--- config.mk ---
export PLATFORM = sky130hd
export DESIGN_NAME = cmrps_front
export DESIGN_NICKNAME = d
export VERILOG_FILES = /design/src/design/cmrps_pkg.sv /design/src/design/cmrps_front.sv
export SDC_FILE = /design/constraint.sdc
export NUM_CORES = 2
export LEC_CHECK = 0
export BUFFER_PORTS_ARGS = -buffer_cell sky130_fd_sc_hd__buf_2
export CAP_MARGIN = 20
export CELL_PAD_IN_SITES_DETAIL_PLACEMENT = 2
export CELL_PAD_IN_SITES_GLOBAL_PLACEMENT = 2
export CORE_MARGIN = 2
export CORE_UTILIZATION = 37
export DETAILED_ROUTE_END_ITERATION = 16
export PLACE_DENSITY_LB_ADDON = 0.1
export RECOVER_POWER = 100
export SKIP_CTS_REPAIR_TIMING = 1
export SYNTH_ARGS = -nofsm -noshare
export SYNTH_HDL_FRONTEND = slang
export SYNTH_SLANG_ARGS = --single-unit
--- constraint.sdc ---
create_clock -name clk -period 11.3 [get_ports clk]
set_input_delay 1.13 -clock clk [delete_from_list [all_inputs] [get_ports clk]]
set_output_delay 1.13 -clock clk [all_outputs]
set_load 0.05 [all_outputs]
--- src/design/cmrps_pkg.sv ---
package cmrps_pkg;

	localparam int LOG2_SAMPLES    = 2;
	localparam int SEGMENT_SAMPLES = 1 << LOG2_SAMPLES;
	localparam int SAMPLE_W        = (LOG2_SAMPLES > 0) ? LOG2_SAMPLES : 1;

	localparam int NUM_AXES = 3;
	localparam int COORD_W  = 32;
	localparam int PT_W     = COORD_W + 2;
	localparam int COEF_W   = PT_W + 4;
	localparam int WEIGHT_W = 3 * LOG2_SAMPLES + 1;
	localparam int SHIFT    = 3 * LOG2_SAMPLES + 1;
	localparam int PROD_W   = COEF_W + WEIGHT_W + 1;
	localparam int SUM_W    = PROD_W + 2;
	localparam int VAL_W    = SUM_W - SHIFT;

	localparam int JQ_DEPTH = 2;
	localparam int JQ_PTR_W = (JQ_DEPTH > 2) ? $clog2(JQ_DEPTH) : 1;
	localparam int JQ_CNT_W = $clog2(JQ_DEPTH + 1);

	localparam int OQ_DEPTH = 4;
	localparam int OQ_PTR_W = (OQ_DEPTH > 2) ? $clog2(OQ_DEPTH) : 1;
	localparam int OQ_CNT_W = $clog2(OQ_DEPTH + 1);

	typedef logic signed [COORD_W-1:0] coord_t;
	typedef logic signed [PT_W-1:0]    pt_t;
	typedef logic signed [COEF_W-1:0]  coef_t;
	typedef logic signed [PROD_W-1:0]  prod_t;
	typedef logic signed [SUM_W-1:0]   sum_t;
	typedef logic signed [VAL_W-1:0]   val_t;

	typedef coord_t [NUM_AXES-1:0] coord_vec_t;
	typedef pt_t    [NUM_AXES-1:0] pt_vec_t;
	typedef coef_t  [NUM_AXES-1:0] coef_vec_t;
	typedef prod_t  [NUM_AXES-1:0] prod_vec_t;
	typedef val_t   [NUM_AXES-1:0] val_vec_t;

	typedef struct packed {
		pt_vec_t    p0;
		coord_vec_t p1;
		pt_vec_t    p2;
		pt_vec_t    p3;
		logic       single;
		logic       run_last;
		logic       path_done;
	} job_t;

	typedef struct packed {
		logic full;
		logic empty;
	} jq_status_t;

	typedef struct packed {
		coord_vec_t smp;
		logic       clipped;
		logic       run_last;
		logic       path_done;
	} result_t;

	function automatic logic [WEIGHT_W-1:0] weight_lin(input logic [SAMPLE_W-1:0] s);
		logic [WEIGHT_W-1:0] se;
		se = WEIGHT_W'(s);
		return se << (2 * LOG2_SAMPLES);
	endfunction

	function automatic logic [WEIGHT_W-1:0] weight_sq(input logic [SAMPLE_W-1:0] s);
		logic [WEIGHT_W-1:0] se;
		logic [WEIGHT_W-1:0] sq;
		se = WEIGHT_W'(s);
		sq = se * se;
		return sq << LOG2_SAMPLES;
	endfunction

	function automatic logic [WEIGHT_W-1:0] weight_cub(input logic [SAMPLE_W-1:0] s);
		logic [WEIGHT_W-1:0] se;
		logic [WEIGHT_W-1:0] sq;
		se = WEIGHT_W'(s);
		sq = se * se;
		return sq * se;
	endfunction

endpackage

--- src/design/cmrps_front.sv ---
module cmrps_front (
	input  logic                   clk,
	input  logic                   arst_n,
	input  logic                   push,
	output logic                   full,
	input  cmrps_pkg::coord_vec_t  coords,
	input  logic                   final_waypoint,
	input  cmrps_pkg::jq_status_t  jq_stat,
	output logic                   jq_push,
	output cmrps_pkg::job_t        job
);

	localparam int JB_SEG1 = 0;
	localparam int JB_SEG2 = 1;
	localparam int JB_FIN  = 2;

	logic                  pend_valid_q;
	cmrps_pkg::coord_vec_t pend_pt_q;
	logic                  pend_last_q;
	logic [2:0]            iss_q;
	cmrps_pkg::coord_vec_t win0_q;
	cmrps_pkg::coord_vec_t win1_q;
	cmrps_pkg::coord_vec_t win2_q;
	logic [1:0]            held_q;

	logic [2:0] need;
	logic [2:0] cur;
	logic [2:0] rest;
	logic       done_now;
	logic       accept;

	always_comb begin
		need[JB_SEG1] = (held_q >= 2'd2);
		need[JB_SEG2] = pend_last_q && (held_q != 2'd0);
		need[JB_FIN]  = pend_last_q;
		need          = need & ~iss_q;
		cur           = need & (~need + 3'd1);
		jq_push       = pend_valid_q && (|need) && !jq_stat.full;
		rest          = need & ~(jq_push ? cur : 3'd0);
		done_now      = pend_valid_q && (rest == 3'd0);
		full          = pend_valid_q && !done_now;
		accept        = push && !full;
	end

	always_comb begin
		cmrps_pkg::pt_t pp;
		cmrps_pkg::pt_t px;
		cmrps_pkg::pt_t pa;
		cmrps_pkg::pt_t pb;
		job = '0;
		for (int a = 0; a < cmrps_pkg::NUM_AXES; a++) begin
			pp = cmrps_pkg::pt_t'($signed(pend_pt_q[a]));
			px = cmrps_pkg::pt_t'($signed(win0_q[a]));
			pa = cmrps_pkg::pt_t'($signed(win1_q[a]));
			pb = cmrps_pkg::pt_t'($signed(win2_q[a]));
			if (cur[JB_SEG1]) begin
				job.p0[a] = (held_q == 2'd2) ? ((pa <<< 1) - pb) : px;
				job.p1[a] = win1_q[a];
				job.p2[a] = pb;
				job.p3[a] = pp;
			end else if (cur[JB_SEG2]) begin
				job.p0[a] = (held_q == 2'd1) ? ((pb <<< 1) - pp) : pa;
				job.p1[a] = win2_q[a];
				job.p2[a] = pp;
				job.p3[a] = (pp <<< 1) - pb;
			end else begin
				job.p0[a] = pp;
				job.p1[a] = pend_pt_q[a];
				job.p2[a] = pp;
				job.p3[a] = pp;
			end
		end
		job.single    = cur[JB_FIN];
		job.path_done = cur[JB_FIN];
		job.run_last  = (rest == 3'd0);
	end

	always_ff @(posedge clk or negedge arst_n) begin
		if (!arst_n) begin
			pend_valid_q <= 1'b0;
			pend_last_q  <= 1'b0;
			iss_q        <= '0;
		end else if (accept) begin
			pend_valid_q <= 1'b1;
			pend_last_q  <= final_waypoint;
			iss_q        <= '0;
		end else if (done_now) begin
			pend_valid_q <= 1'b0;
		end else if (jq_push) begin
			iss_q <= iss_q | cur;
		end
	end

	always_ff @(posedge clk) begin
		if (accept) begin
			pend_pt_q <= coords;
		end
	end

	always_ff @(posedge clk or negedge arst_n) begin
		if (!arst_n) begin
			win0_q <= '0;
			win1_q <= '0;
			win2_q <= '0;
			held_q <= '0;
		end else if (done_now) begin
			if (pend_last_q) begin
				win0_q <= '0;
				win1_q <= '0;
				win2_q <= '0;
				held_q <= '0;
			end else begin
				win0_q <= win1_q;
				win1_q <= win2_q;
				win2_q <= pend_pt_q;
				held_q <= (held_q == 2'd3) ? 2'd3 : held_q + 2'd1;
			end
		end
	end

endmodule

==> metrics.md <==
| Metric | Value |
|---|---|
| Run status | `finished with violations` |
| Violated checks | `max-capacitance violations, max-slew violations` |
| Fin Setup TNS | `0 ps` |
| Gr ovfl total | `0` |
| #FFs+latches synth | `391` |
| FP Rows | `113` |
| Die Wd | `314 um` |
| DRC | `0` |
| Worst Setup Slack, final | `2420 ps` |
| Most frequent CP cell | `buf_4` |
| Slew Limit Fails | `573` |
| GR Util All Layers | `30.7%` |
| Synth Area in Simple Gates | `17.4%` |
| # clock sinks | `391` |
| Area of the core | `95,200 um2` |
| Placement-stage cell area | `39,000 um2` |
| Synth top area share | `20.7%` |
| Final wirelength | `156 mm` |
| YS warnings | `0` |
| Clock Path Buffers | `3` |
| Total of max-cap violations | `8` |
| CP max-delay cell | `dfrtp_1` |
| Crit path max-delay family | `simple AND/OR/NAND/NOR gates` |
| GP Congestion | `0.912` |
| Final period utilization | `78.6%` |
| Number of synthesized flops with an enable pin | `96` |
| CTS tree | `built` |
| DP HPWL | `114 mm` |
| Mux contribution to synthesized area | `0.548%` |
| Min Tclk post-route | `8880 ps` |
| Vias | `37,322` |
| Setup Crit Path Kind | `reg2out` |
| RSZ-0062 raised after global routing | `no` |
| Starting Density | `37.4%` |
| Die area | `98,700 um2` |
| Fmax | `113 MHz` |
| Largest net degree at the start of global routing | `268` |
| Layout area overhead | `13.3%` |
| Post-Syn Area | `35,600 um2` |
| Main combinational cell family by area after synthesis | `compound AO/OA/AOI/OAI gates` |
| Pre-CTS WS | `4970 ps` |
| Most frequent cell after synthesis | `nand2_1` |
| Worst path bufs/invs | `4` |
| Post-synthesis cell count | `4,573` |
| Port bufs | `507` |
| Largest area contributor in the netlist | `dfrtp_1` |
| Worst path cell trace | `buf_4 > nor2b_1 > buf_4 > nand2b_1 > nor2_4 > buf_4 > a21oi_1 > o2111ai_1 > clkbuf_1` |
| Total CTS buffers | `56` |
| Fraction of the mapped netlist area in adder cells | `10.6%` |
| Synth top cells by count | `nand2_1, o21ai_0, a21oi_1` |
| Antenna Nets Post-Route | `0` |
| Fill count | `11,289` |
| Compound-cell area share of the yosys netlist | `30.2%` |
| Vias/cell | `6.01` |
| H-tree Lvls | `2` |
| FF+latch area | `10,300 um2` |
| CTS Root Cell | `clkbuf_16` |
| Initial antenna violation count | `2` |
| Hold Path Class | `reg2reg` |
| Ports | `509` |
| Worst Path Required | `10,170 ps` |
| XOR/XNOR share of the synthesized area | `6.03%` |
| Worst path max stage delay | `1450 ps` |
| Netlist cell types | `84` |
| DR WL/cell | `25.1 um` |
| First-pass GRT wire length | `239 mm` |
| Total nets after synthesis | `4,972` |
| Final hold vios | `0` |
| Endpoints failing setup | `0` |
| Share of cells above drive strength 1 | `5.78%` |
| Syn_area_per_cell | `7.79 um2` |
| Worst-path clk slew | `60 ps` |
| Worst Max-Slew Pin Slew | `4820 ps` |
| Die Y | `314 um` |
| Critical path startpoint category | `flip-flop` |
| Final #Nets | `5,301` |
| Leading post-synthesis cells by cell area | `dfrtp_1, ha_1, edfxtp_1, nand2_1, o21ai_0` |
| Worst EP arrival | `7750 ps` |
| Fin Clk Skew | `16.5 ps` |
| Iteration-0 DRC Markers | `2,680` |
| CP Max Fanout | `74` |
| Footprint of the multi-input gates | `23,100 um2` |
| Number of global-route vias before repair | `39,276` |
| Slew margin rel. | `-221%` |
| Worst-Skew Late Latency | `660 ps` |
| Seq/Total Area, Yosys | `28.8%` |
| Async SR Flop Fraction | `75.4%` |
| DR pass1 iterations | `9` |
| Ys flop type | `dfrtp_1` |
| CP endpoint kind | `primary output` |
| Post-route cell area | `40,300 um2` |
==> metal layers <==
| metal | global-route usage (%) | wire [um] | up-vias |
|---|---|---|---|
| li1 | - | - | 17168 |
| met1 | 41.8 | 71200 | 18951 |
| met2 | 50.9 | 72100 | 957 |
| met3 | 3.37 | 7390 | 244 |
| met4 | 9.91 | 5210 | 2 |
| met5 | 0 | 13 | - |
==> metrics by stage <==
stage	util, %	cells	hold slack (ps)
finish	42.4	6214	480
floorplan	-	4573	444
global placement	41.0	6109	459
global route	42.4	6213	507
detailed placement	41.0	6109	471
CTS	42.9	6213	375
==> layout make-up <==
class | count | area share, %
multi-input cells | 3597 | 57.4
repair buffers | 536 | 5.75
clock buffers | 88 | 4.25
diodes | 1 | 0.00620
clock inverters | 16 | 0.248
well taps | 1265 | 3.92
inverters | 320 | 2.98
flip-flops and latches | 391 | 25.5
==> worst paths after layout <==
| kind | end | cells past startpoint | slack [ps] | from |
|---|---|---|---|---|
| max | job[404] | 9 | 2420 | pend_last_q |
| min | win0_q[83] | 2 | 480 | win0_q[83] |
| max reg2reg | win2_q[90] | 14 | 2700 | pend_last_q |
| min reg2reg | win0_q[83] | 2 | 480 | win0_q[83] |
| max in group asynchronous | held_q[0] | 2 | 4440 | arst_n |
| min in group asynchronous | win2_q[28] | 1 | 1710 | arst_n |
==> tightest hold or removal path, cell delays in order (launching register included) <==
cell,delay (ps)
dfrtp_1,340
nand2_1,50
o21ai_0,60
==> layout by cell type, fill, tap and decap left out, types with 96 or more instances in the layout <==
cell      count
a21o_1      117
xor2_1      123
o31ai_1     216
buf_2       132
o21ai_0     491
nand2b_1    148
ha_1        288
edfxtp_1     96
a21oi_1     339
dfrtp_1     294
clkbuf_1    395
inv_1       320
nand2_1     764
xnor2_1     122
nor2_1      178
==> flip-flops by register name (all words and copies together), names as in the netlist <==
register and count:
pend_pt_q 96, win1_q 96, pend_last_q 1, held_q 2
win0_q 96, iss_q 3, pend_valid_q 1, win2_q 96
==> kinds of logic (layout without fill, tap and decap cells) <==
logic type | after synthesis | after routing
DFF | 391 | 391
and+or+nand+nor | 1383 | 1383
other | 0 | 1
AOI/OAI and AO/OA | 1653 | 1653
muxes | 19 | 19
adders and majority gates | 297 | 297
xor gates and xnor gates | 245 | 245
buffers and inverters | 585 | 960
Power is not shown: default switching activity piles up to over one toggle a cycle in this logic, so the estimate is an artifact.
