===== config.mk =====
export PLATFORM = sky130hd
export DESIGN_NAME = cmrps_job_queue
export DESIGN_NICKNAME = d
export VERILOG_FILES = /design/src/design/cmrps_pkg.sv /design/src/design/cmrps_job_queue.sv
export SDC_FILE = /design/constraint.sdc
export NUM_CORES = 1
export LEC_CHECK = 0
export BUFFER_PORTS_ARGS = -buffer_cell sky130_fd_sc_hd__buf_2
export CAP_MARGIN = 20
export CORE_AREA = 2 2 316 318
export DETAILED_ROUTE_END_ITERATION = 8
export DIE_AREA = 0 0 318 320
export GPL_ROUTABILITY_DRIVEN = 0
export PLACE_DENSITY = 0.58
export SETUP_SLACK_MARGIN = 0.02
export SYNTH_ARGS = -nofsm -noshare
export SYNTH_HDL_FRONTEND = slang
export SYNTH_SLANG_ARGS = --single-unit

===== constraint.sdc =====
create_clock -name clk -period 17 [get_ports clk]
set_clock_uncertainty 0.1 [all_clocks]
set_input_delay 0.85 -clock clk [delete_from_list [all_inputs] [get_ports clk]]
set_output_delay 0.85 -clock clk [all_outputs]
set_load 0.05 [all_outputs]

===== src/design/cmrps_pkg.sv =====
package cmrps_pkg;

	localparam int LOG2_SAMPLES    = 2;
	localparam int SEGMENT_SAMPLES = 1 << LOG2_SAMPLES;
	localparam int SAMPLE_W        = (LOG2_SAMPLES > 0) ? LOG2_SAMPLES : 1;

	localparam int NUM_AXES = 3;
	localparam int COORD_W  = 32;
	localparam int PT_W     = COORD_W + 2;
	localparam int COEF_W   = PT_W + 4;
	localparam int WEIGHT_W = 3 * LOG2_SAMPLES + 1;
	localparam int SHIFT    = 3 * LOG2_SAMPLES + 1;
	localparam int PROD_W   = COEF_W + WEIGHT_W + 1;
	localparam int SUM_W    = PROD_W + 2;
	localparam int VAL_W    = SUM_W - SHIFT;

	localparam int JQ_DEPTH = 2;
	localparam int JQ_PTR_W = (JQ_DEPTH > 2) ? $clog2(JQ_DEPTH) : 1;
	localparam int JQ_CNT_W = $clog2(JQ_DEPTH + 1);

	localparam int OQ_DEPTH = 4;
	localparam int OQ_PTR_W = (OQ_DEPTH > 2) ? $clog2(OQ_DEPTH) : 1;
	localparam int OQ_CNT_W = $clog2(OQ_DEPTH + 1);

	typedef logic signed [COORD_W-1:0] coord_t;
	typedef logic signed [PT_W-1:0]    pt_t;
	typedef logic signed [COEF_W-1:0]  coef_t;
	typedef logic signed [PROD_W-1:0]  prod_t;
	typedef logic signed [SUM_W-1:0]   sum_t;
	typedef logic signed [VAL_W-1:0]   val_t;

	typedef coord_t [NUM_AXES-1:0] coord_vec_t;
	typedef pt_t    [NUM_AXES-1:0] pt_vec_t;
	typedef coef_t  [NUM_AXES-1:0] coef_vec_t;
	typedef prod_t  [NUM_AXES-1:0] prod_vec_t;
	typedef val_t   [NUM_AXES-1:0] val_vec_t;

	typedef struct packed {
		pt_vec_t    p0;
		coord_vec_t p1;
		pt_vec_t    p2;
		pt_vec_t    p3;
		logic       single;
		logic       run_last;
		logic       path_done;
	} job_t;

	typedef struct packed {
		logic full;
		logic empty;
	} jq_status_t;

	typedef struct packed {
		coord_vec_t smp;
		logic       clipped;
		logic       run_last;
		logic       path_done;
	} result_t;

	function automatic logic [WEIGHT_W-1:0] weight_lin(input logic [SAMPLE_W-1:0] s);
		logic [WEIGHT_W-1:0] se;
		se = WEIGHT_W'(s);
		return se << (2 * LOG2_SAMPLES);
	endfunction

	function automatic logic [WEIGHT_W-1:0] weight_sq(input logic [SAMPLE_W-1:0] s);
		logic [WEIGHT_W-1:0] se;
		logic [WEIGHT_W-1:0] sq;
		se = WEIGHT_W'(s);
		sq = se * se;
		return sq << LOG2_SAMPLES;
	endfunction

	function automatic logic [WEIGHT_W-1:0] weight_cub(input logic [SAMPLE_W-1:0] s);
		logic [WEIGHT_W-1:0] se;
		logic [WEIGHT_W-1:0] sq;
		se = WEIGHT_W'(s);
		sq = se * se;
		return sq * se;
	endfunction

endpackage


===== src/design/cmrps_job_queue.sv =====
module cmrps_job_queue (
	input  logic                  clk,
	input  logic                  arst_n,
	input  logic                  push,
	input  cmrps_pkg::job_t       din,
	input  logic                  pop,
	output cmrps_pkg::jq_status_t stat,
	output cmrps_pkg::job_t       dout
);

	cmrps_pkg::job_t                  ents_q [cmrps_pkg::JQ_DEPTH];
	logic [cmrps_pkg::JQ_PTR_W-1:0]   wr_ptr_q;
	logic [cmrps_pkg::JQ_PTR_W-1:0]   rd_ptr_q;
	logic [cmrps_pkg::JQ_CNT_W-1:0]   count_q;
	logic                             do_push;
	logic                             do_pop;

	assign stat.full  = (count_q == cmrps_pkg::JQ_CNT_W'(cmrps_pkg::JQ_DEPTH));
	assign stat.empty = (count_q == '0);
	assign do_push    = push && !stat.full;
	assign do_pop     = pop && !stat.empty;
	assign dout       = ents_q[rd_ptr_q];

	function automatic logic [cmrps_pkg::JQ_PTR_W-1:0] ptr_next(
		input logic [cmrps_pkg::JQ_PTR_W-1:0] p);
		return (p == cmrps_pkg::JQ_PTR_W'(cmrps_pkg::JQ_DEPTH - 1)) ? '0 : p + 1'b1;
	endfunction

	always_ff @(posedge clk or negedge arst_n) begin
		if (!arst_n) begin
			wr_ptr_q <= '0;
			rd_ptr_q <= '0;
			count_q  <= '0;
		end else begin
			if (do_push) begin
				wr_ptr_q <= ptr_next(wr_ptr_q);
			end
			if (do_pop) begin
				rd_ptr_q <= ptr_next(rd_ptr_q);
			end
			if (do_push && !do_pop) begin
				count_q <= count_q + 1'b1;
			end else if (do_pop && !do_push) begin
				count_q <= count_q - 1'b1;
			end
		end
	end

	always_ff @(posedge clk) begin
		if (do_push) begin
			ents_q[wr_ptr_q] <= din;
		end
	end

endmodule


==> summary.md, run 1 <==
| Metric | Value |
|---|---|
| Max-Cap Viols | 0 |
| Worst path max stage delay | 970 ps |
| Clock power frac | 0.222 |
| Worst hold-check path type | primary input to flip-flop |
| CP most frequent cell | buf_4 |
| I/O pins | between 800 and 900 |
| GRT Util Overall | 0.135 |
| CTS root buf | clkbuf_16 |
| Max Root-Sink Buffers | 3 |
| Max Clk Rate | ~0.17 GHz |
| Via count | 15.2k |
| Hold Vio Cnt, Final | 0 |
| Die Span Y | 320 um |
| Final Instance Area | roughly 0.039 sq mm |
| Quantity of hold-fixing buffers added after cts | 1 |
| Core region area | approximately 0.098 sq mm |
| Syn nets | about 1.7k |
| Combinational share of power | 0.428 |
| Num CTS Buffers | a little under 90 |
| Setup violations, final | 0 |
| Yosys cell types | 16 |
| Row cnt | 115 |
| CP startpoint kind | flip-flop |
| Yosys top cell area share | 0.788 |
| R2R Path Start | count_q[0]$_DFFE_PN0P_ |
| ANT nets after route | 0 |
| Gr ovfl total | 0 |
| DRT iter0 DRCs | slightly below 1k |
| Part of the power in registers | 0.350 |
| WL/cell | a little over 20 um |
| Int Pwr | 4860 uW |
| LEAKAGE | 0.0153 uW |
| Worst-path clk slew | 70 ps |
| Sw Ratio | 0.409 |
| Commonest non-fill, non-tap cell in the layout | buf_2 |
| Vias in the first global route | ~16k |
| Die ar. | about 0.1 sq mm |
| Slew headroom | 0.227 |
| Post-DP HPWL | a little over 50,000 um |
| First-pass GRT wire length | about 100,000 um |
| Largest net degree at the start of global routing | 158 |
| Critical path peak fanout | 55 |
| Critical Path RT | 16,050 ps |
| Worst IR Drop VDD | between 0.0001 and 0.00015 V |
| Drt pass-1 iters | 6 |
| Leading area contributor after synthesis | edfxtp_1 |
| CP endpoint kind | output pin |
| Mapped Cells | 1,279 |
| Syn_area_per_cell | ~24 sq um |
| Measured slew at the worst slew-check pin | 1160 ps |
| # DRC | 0 |
| Post-layout min period | 5730 ps |
| Post-CTS Resized | 0 |
| Area delta synth->final | 26.5% |
| Crit Path Class | flip-flop to output pin |
| Total clock sinks | between 800 and 900 |
| CTS tree | yes |
| Placed cell areas | roughly 0.036 sq mm |
| Setup TNS | 0 ps |
| Clk_lat worst skew | roughly 630 ps |
| Via-per-instance ratio | ~4.3 |
| Setup crit start | rd_ptr_q$_DFFE_PN0P_ |
| Status | completed |
| CP arrival | 4780 ps |
| Synth Cell Area | 0.0309 sq mm |
| Post-CTS setup buffer count | 0 |
| Nets | between 2k and 3k |
| Register area share after synthesis | 0.791 |
| Tot Pwr | 8220 uW |
| Commonest cells after routing, fill and taps aside | 815 x buf_2, 810 x edfxtp_1, 340 x mux2_4 |
| CP max stage cell | dfrtp_4 |
| Final WL | around 70,000 um |
| Initial core utilization | 0.315 |
| RSZ-0062 raised after global routing | false |
| Worst path cell trace | buf_4 > buf_4 > buf_4 > mux2_4 > buf_2 |
| Largest cells by area after synthesis | edfxtp_1 79%, mux2_4 17%, mux2_2 2.4%, buf_6 0.98%, buf_8 0.58% |
| Fillers | 8,924 |
| Synthesized flop and latch total | slightly above 800 |
| Warnings from Yosys | 0 |
| Chip width | between 300 and 400 um |
| Switching Power | 3360 uW |
| Number of port buffers | 815 |
| Initial antenna violation count | 18 |
| Tcrit/Tclk final | 0.337 |
| Max-slew violations | 0 |
| Hold path startpoint | din[203] |
| Share of cells above drive strength 1 | 0.612 |
| H-tree levels | 3 |
| Power per cell area | ~210 mW/mm^2 |
[final cells by class]
class	instances	area, sq um	area share
Multi-Input combinational cell	418	5940	0.152
Clock inverter	53	462	0.0118
Inverter	2	7.51	0.000192
Timing Repair Buffer	833	4260	0.109
Clock buffer	109	2320	0.0595
Sequential cell	814	24400	0.625
Antenna cell	12	30.0	0.000769
Tap cell	1287	1610	0.0412
[power groups by stage]
stage                     sequential (uW)  clock [uW]  combinational (uW)
final                                2880        1820                3520
after global routing                 2920        1960                3650
after global placement               2910           0                3530
after detailed placement             2930           0                3550
after CTS                            2890        1880                3560
after floorplan                      3070           0                2900
[per-layer routing]
layer  vias up  GRT usage  share of wire
li1       6906          -              -
met4        12     0.0669          0.032
met3       118     0.0486          0.079
met1      7609      0.142           0.36
met5         -          0         0.0011
met2       557      0.238           0.53
[registers in the layout (all words and copies together) (netlist names)]
name,cells
count_q,2
ents_q,810
rd_ptr_q,1
wr_ptr_q,1
[per-stage QoR]
stage / hold slack, ps / worst slack [ps] / instances / utilization
after floorplan: 379 / 4900 / 1279 / -
after global placement: 401 / 11940 / 3352 / 0.370
after detailed placement: 401 / 11830 / 3352 / 0.370
after CTS: 205 / 11090 / 3515 / 0.398
after global routing: 230 / 10970 / 3526 / 0.399
final: 287 / 11270 / 3528 / 0.399
[cell families (layout without fill, tap and decap cells)]
kind of cell / count (synthesis) / count (layout) / share of synthesized area
xor+xnor: 5 / 5 / 0.00142
flops: 814 / 814 / 0.791
fa+ha+maj: 1 / 1 / 0.000405
mux: 405 / 405 / 0.189
other cells: 0 / 12 / 0
buf+inv: 47 / 997 / 0.0169
compound gates: 1 / 1 / 0.000162
simple gates: 6 / 6 / 0.000892
[critical path, delay by kind of cell (launching register included)]
kind / cells / cell delay (ps)
flops: 1 / 970
buf+inv: 4 / 2650
mux: 1 / 370
[path summary, 6_finish.rpt]
path                                                 end  slack, ps  depth (start not counted)
worst max-delay path                           dout[279]      11270                          5
worst min-delay path            ents_q[0][203]$_DFFE_PP_        290                          1
worst max register to register  ents_q[1][297]$_DFFE_PP_      12570                          5
worst min register to register    count_q[1]$_DFFE_PN0P_        440                          1
max in group asynchronous           rd_ptr_q$_DFFE_PN0P_      16160                          2
min in group asynchronous           rd_ptr_q$_DFFE_PN0P_        480                          2
[cells in the mapped netlist]
library cell	n
edfxtp_1	810
mux2_4	340
mux2_2	65
buf_6	27
buf_8	12
buf_2	6
dfrtp_1	4
nor2_1	3
xnor2_1	3
inv_1	2
xor2_1	2
and3_1	1
ha_1	1
nand2_1	1
nand2b_1	1
o21ai_0	1
Power figures use the tool's default switching activity.
==> inputs of run 2 (changes only) <==
ABC_AREA = 1   (was unset)
CORE_AREA = 2 2 319 321   (was 2 2 316 318)
DIE_AREA = 0 0 321 323   (was 0 0 318 320)
PLACE_DENSITY = 0.54   (was 0.58)
clock period = 5.5 ns   (was 17 ns; I/O delays follow)
==> summary.md, run 2 <==
| Metric | Value |
|---|---|
| Worst reg-to-reg path cell count | 4 |
| Row cnt | between 100 and 150 |
| Final hold slack | ~250 ps |
| Tcrit/Tclk final | 0.690 |
| Status | completed |
| First-pass GRT wire length | between 100,000 and 150,000 um |
| Initial core utilization | 0.294 |
| Area delta synth->final | 41.6% |
| Chip width | around 320 um |
| CP endpoint kind | output pin |
| Setup violations, final | 0 |
| Max-Cap Viols | 0 |
| Max Root-Sink Buffers | 3 |
| Nets | 3,808 |
| Power per cell area | around 620 mW/mm^2 |
| Num CTS Buffers | 87 |
| Commonest cells post-synth | 1,224 x nand2_1, 810 x edfxtp_1, 70 x buf_2 |
| Combinational share of power | 0.447 |
| Final WL | 85,000 um |
| Levels on crit path | 5 |
| Largest Register | ents_q |
| Initial antenna violation count | 18 |
| CP max stage cell | inv_8 |
| Via count | 20.4k |
| Main synth FF type | edfxtp_1 |
| Fillers | approximately 9.4k |
| Critical path peak fanout | about 130 |
| Worst path max stage delay | 780 ps |
| Tot Pwr | between 20,000 and 30,000 uW |
| Synthesized flop and latch total | 814 |
| Sw Ratio | 0.469 |
| Gr ovfl total | 0 |
| Post-DP HPWL | around 57,000 um |
| Largest net degree at the start of global routing | between 150 and 200 |
| LEAKAGE | 0.0177 uW |
| CP startpoint kind | flip-flop |
| R2R Path End | ents_q[1][193]$_DFFE_PP_ |
| Met1 WL | 33,500 um |
| H-tree levels | 3 |
| Post-synth EDFFs | 810 |
| Leading area contributor after synthesis | edfxtp_1 |
| FFs w/ async S/R, synth | 0.00491 |
| Via-per-instance ratio | about 4.3 |
| Yosys cell types | 15 |
| ANT nets after route | 0 |
| Share of cells above drive strength 1 | 0.280 |
| Biggest regs | ents_q (810), count_q (2) |
| Core region area | 0.101 sq mm |
| Syn nets | around 2.6k |
| Warnings from Yosys | 0 |
| DRT iter0 DRCs | between 1k and 1.5k |
| Post-layout min period | about 3800 ps |
| Most frequent cell after synthesis | nand2_1 |
| Vias in the first global route | just over 20k |
| Measured slew at the worst slew-check pin | between 1000 and 1500 ps |
| GRT Util Overall | 0.156 |
| I/O pins | just over 800 |
| Worst path cell trace | inv_8 > buf_4 > nand2_1 > nand2_1 > buf_2 |
| Max Used Layer | met5 |
| Commonest non-fill, non-tap cell in the layout | nand2_1 |
| R2R Path Start | count_q[1]$_DFFE_PN0P_ |
| Clk_lat worst skew | 650 ps |
| Fin util | 0.416 |
| Crit Path Class | flip-flop to output pin |
| Die Span Y | approximately 320 um |
| Worst hold-check path type | primary input to flip-flop |
| CTS tree | yes |
| Number of port buffers | 815 |
| Hold path depth | 2 |
| Mapped Cells | between 2k and 2.5k |
| Max-slew violations | 0 |
| Int Pwr | between 10,000 and 15,000 uW |
| Worst IR Drop VDD | around 0.00045 V |
| Commonest cells after routing, fill and taps aside | 1,223 x nand2_1, 815 x buf_2, 810 x edfxtp_1 |
| RSZ-0062 raised after global routing | false |
| Buf+Inv Stages, Crit Path | 3 |
| Register area share after synthesis | 0.826 |
| Clock power frac | 0.209 |
| Drt pass-1 iters | 5 |
| Largest cells by area after synthesis | edfxtp_1 82%, nand2_1 16%, buf_2 1.2%, dfrtp_1 0.34%, buf_4 0.20% |
| Crit path max-delay family | buffers and inverters |
| Total clock sinks | 814 |
| R2r setup slk | roughly 2800 ps |
| Worst-path clk slew | approximately 60 ps |
| Post-CTS setup buffer count | 0 |
| PnR worst setup slack | around 1700 ps |
| Die ar. | 0.104 sq mm |
| Pre-CTS setup slack | 2430 ps |
| Max Clk Rate | between 0.2 and 0.3 GHz |
| Setup TNS | 0 ps |
| Max reg flops | 810 |
| WL/cell | 17.8 um |
| Syn_area_per_cell | 13.8 sq um |
| Synth Cell Area | a little under 0.03 sq mm |
| Yosys top cell area share | 0.823 |
| Slew headroom | 0.312 |
| CTS root buf | clkbuf_16 |
| Part of the power in registers | 0.343 |
| Met2 WL | slightly above 40,000 um |
| Hold path startpoint | din[48] |
| Hold Path Sink | ents_q[0][48]$_DFFE_PP_ |
| CP arrival | 3420 ps |
| DR WL met3 | about 7000 um |
| CP most frequent cell | nand2_1 |
| Switching Power | around 12,000 uW |
| Critical Path RT | around 5100 ps |
| # DRC | 0 |
| Hold Vio Cnt, Final | 0 |
==> run 2: changes by cell type after synthesis, moves of 5 or more <==
cell,change
buf_8,-12
clkbuf_1,+11
nand2_1,+1223
buf_2,+64
buf_6,-27
buf_4,+8
inv_1,+5
mux2_2,-65
mux2_4,-340
==> run 2: worst max path at each step <==
stage                            from                     end  slack, ps
2_1_floorplan  count_q[1]$_DFFE_PN0P_  ents_q[0][0]$_DFFE_PP_      -1980
3_3_place_gp     rd_ptr_q$_DFFE_PN0P_               dout[195]       2430
3_5_place_dp     rd_ptr_q$_DFFE_PN0P_               dout[381]       2430
4_1_cts          rd_ptr_q$_DFFE_PN0P_               dout[195]       1670
5_1_grt          rd_ptr_q$_DFFE_PN0P_               dout[136]       1540
6_report         rd_ptr_q$_DFFE_PN0P_               dout[130]       1700
==> run 2: cell type report <==
class | instances | area [sq um] | share of cell area
Timing Repair Buffer | 1252 | 8470 | 0.202
Clock buffer | 111 | 2320 | 0.0554
Sequential cell | 814 | 24400 | 0.583
Antenna cell | 8 | 20.0 | 0.000478
Clock inverter | 41 | 270 | 0.00646
Tap cell | 1309 | 1640 | 0.0391
Multi-Input combinational cell | 1235 | 4680 | 0.112
Inverter | 8 | 41.3 | 0.000986
==> run 2: routing by layer <==
metal | vias up | GRT usage
met5 | - | 0
met4 | 24 | 0.0678
met3 | 177 | 0.0480
met2 | 799 | 0.262
met1 | 9581 | 0.186
li1 | 9800 | -
==> run 2: what timing repair did <==
| item | in CTS | in global routing |
|---|---|---|
| endpoints found under the hold margin | 817 | 0 |
| gates resized for setup | 0 | 0 |
| hold buffers | 409 | 0 |
==> run 2: cells by family after synthesis <==
group           count (synthesis)  synth area share
simple gates                 1231             0.157
compound gates                  2          0.000339
xor+xnor                        1          0.000296
fa+ha+maj                       1          0.000423
buf+inv                        97            0.0163
flops                         814             0.826
==> run 2: power by group through the flow <==
stage / clock [uW] / sequential (uW) / combinational (uW)
floorplan: 0 / 9180 / 8350
global placement: 0 / 8970 / 11400
detailed placement: 0 / 8990 / 11400
CTS: 5570 / 8860 / 11700
global route: 5820 / 8970 / 12200
finish: 5410 / 8860 / 11600
==> run 2: worst register-to-register path: cells and delay by family (launching register included) <==
family	cells	cell delay, ps
flops	1	410
buf+inv	2	670
simple gates	1	700
compound gates	1	180
==> run 2: through the flow <==
stage / cells / cell area, sq um
3_3_place_gp: 4209 / 35200
3_5_place_dp: 4209 / 35200
2_1_floorplan: 2146 / 29600
6_report: 4778 / 41900
4_1_cts: 4770 / 41800
5_1_grt: 4773 / 41900
==> inputs of run 3 (changes only) <==
ABC_AREA = 0   (was 1)
CORE_AREA = 2 2 316 318   (was 2 2 319 321)
DIE_AREA = 0 0 318 320   (was 0 0 321 323)
PLACE_DENSITY = 0.58   (was 0.54)
clock period = 3.4 ns   (was 5.5 ns; I/O delays follow)
==> summary.md, run 3 (synthesized netlist as in run 1, its figures left out) <==
| Metric | Value |
|---|---|
| CTS root buf | clkbuf_16 |
| Post-CTS setup buffer count | 0 |
| Max reg flops | 810 |
| Tcrit/Tclk final | 0.836 |
| Nets | about 3.0k |
| Num CTS Buffers | 87 |
| Post-DP HPWL | between 50,000 and 60,000 um |
| Final WL | ~77,000 um |
| H-tree levels | 3 |
| Post-Layout Cell Count | between 3k and 4k |
| Max-slew violations | 0 |
| I/O pins | 816 |
| Met1 WL | 28,000 um |
| Die ar. | about 0.10 sq mm |
| Max Clk Rate | roughly 0.35 GHz |
| Share of cells above drive strength 1 | 0.521 |
| DRT iter0 DRCs | about 1,000 |
| Commonest cells after routing, fill and taps aside | 815 x buf_2, 810 x edfxtp_1, 409 x dlygate4sd3_1 |
| Status | completed |
| Crit path max-delay family | buffers and inverters |
| Fillers | ~8.4k |
| Die Span Y | about 320 um |
| Gr ovfl total | 0 |
| Worst path max stage delay | 660 ps |
| Number of port buffers | slightly above 800 |
| Post-layout min period | about 2800 ps |
| Critical Path RT | approximately 3100 ps |
| Drt pass-1 iters | 4 |
| CP max stage cell | dfrtp_4 |
| DR WL met3 | ~5500 um |
| Final hold slack | 153 ps |
| Largest net degree at the start of global routing | 75 |
| Met2 WL | 40,800 um |
| Max Root-Sink Buffers | 3 |
| Commonest non-fill, non-tap cell in the layout | buf_2 |
| Worst reg-to-reg path cell count | 3 |
| Levels on crit path | 4 |
| CP startpoint kind | flip-flop |
| CP endpoint kind | output pin |
| Max Used Layer | met5 |
| Clk_lat worst skew | roughly 640 ps |
| CTS tree | yes |
| Max-Cap Viols | 0 |
| Worst path cell trace | buf_12 > buf_4 > mux2_4 > buf_2 |
| Hold Vio Cnt, Final | 0 |
| Critical path peak fanout | 23 |
| Core region area | approximately 0.098 sq mm |
| GRT Util Overall | 0.145 |
| ANT nets after route | 0 |
| Slew headroom | 0.558 |
| RSZ-0062 raised after global routing | false |
| WL/cell | 19.4 um |
| Measured slew at the worst slew-check pin | between 600 and 700 ps |
| Via-per-instance ratio | 4.27 |
| Biggest regs | ents_q (810), count_q (2) |
| Worst IR Drop VDD | 0.000688 V |
| CP arrival | 2570 ps |
| First-pass GRT wire length | approximately 110,000 um |
| Row cnt | 115 |
| # DRC | 0 |
| Area delta synth->final | 40.8% |
| Placed Instances | 3,381 |
| Chip width | roughly 320 um |
| Largest Register | ents_q |
| Initial core utilization | 0.315 |
| Hold path depth | 2 |
| Via count | between 15k and 20k |
| Setup violations, final | 0 |
| Vias in the first global route | about 19k |
| LEAKAGE | ~0.017 uW |
| Total clock sinks | roughly 800 |
| Initial antenna violation count | 9 |
| Setup TNS | 0 ps |
| Worst hold-check path type | primary input to flip-flop |
| Buf+Inv Stages, Crit Path | 3 |
| Worst-path clk slew | approximately 60 ps |
| Crit Path Class | flip-flop to output pin |
| Power per cell area | 963 mW/mm^2 |
[run 3: cell types whose count changed in the layout (fill, tap and decap cells not counted), moves of 3 or more]
cell       change
inv_1          -3
buf_12         +9
mux2_4       +340
nand2_1     -1223
buf_4          +8
mux2_2        +65
clkinv_1       +5
clkbuf_8       +3
clkinv_2      -11
diode_2        -3
bufinv_16      +4
[run 3: final cells by class]
type	count	area [sq um]	share of cell area
Sequential cell	814	24400	0.562
Clock inverter	39	352	0.00809
Timing Repair Buffer	1269	8710	0.200
Antenna cell	5	12.5	0.000288
Tap cell	1287	1610	0.0371
Inverter	2	7.51	0.000173
Clock buffer	114	2380	0.0548
Multi-Input combinational cell	418	5950	0.137
[run 3: routing by layer]
metal | vias up | global-route usage
li1 | 7761 | -
met1 | 8353 | 0.152
met2 | 608 | 0.270
met3 | 143 | 0.0496
met4 | 8 | 0.0512
met5 | - | 0
[run 3: worst paths after layout]
kind	startpoint	endpoint	slack (ps)
max	rd_ptr_q$_DFFE_PN0P_	dout[163]	560
min	din[231]	ents_q[1][231]$_DFFE_PP_	150
max reg2reg	count_q[0]$_DFFE_PN0P_	ents_q[1][389]$_DFFE_PP_	1200
min reg2reg	wr_ptr_q$_DFFE_PN0P_	wr_ptr_q$_DFFE_PN0P_	450
max in group asynchronous	arst_n	rd_ptr_q$_DFFE_PN0P_	2600
min in group asynchronous	arst_n	rd_ptr_q$_DFFE_PN0P_	400
[run 3: through the flow]
step                power (uW)   util  cell area [sq um]  worst slack (ps)
floorplan                29300      -              30900             -3710
global placement         32600  0.374              36600              1230
detailed placement       32700  0.374              36600              1170
CTS                      42300  0.443              43400               458
global route             43400  0.443              43500               424
finish                   41900  0.443              43500               559
[run 3: what timing repair did]
action	in CTS	in global routing
resized for setup	0	0
hold endpoints to repair	818	0
endpoints found under the setup margin	0	0
hold buffers	409	0
[run 3: worst reg2reg max path, stage by stage, from the launching register on]
cell and delay (ps):
dfrtp_1 430, nand2b_4 190, and3_4 520, buf_4 570
[run 3: power breakdown]
part,switching [uW],internal (uW),total (uW),leakage (uW)
Combinational,12700,5800,18500,0.00831
Clock,3740,5370,9100,0.00134
Sequential,593,13700,14300,0.00757
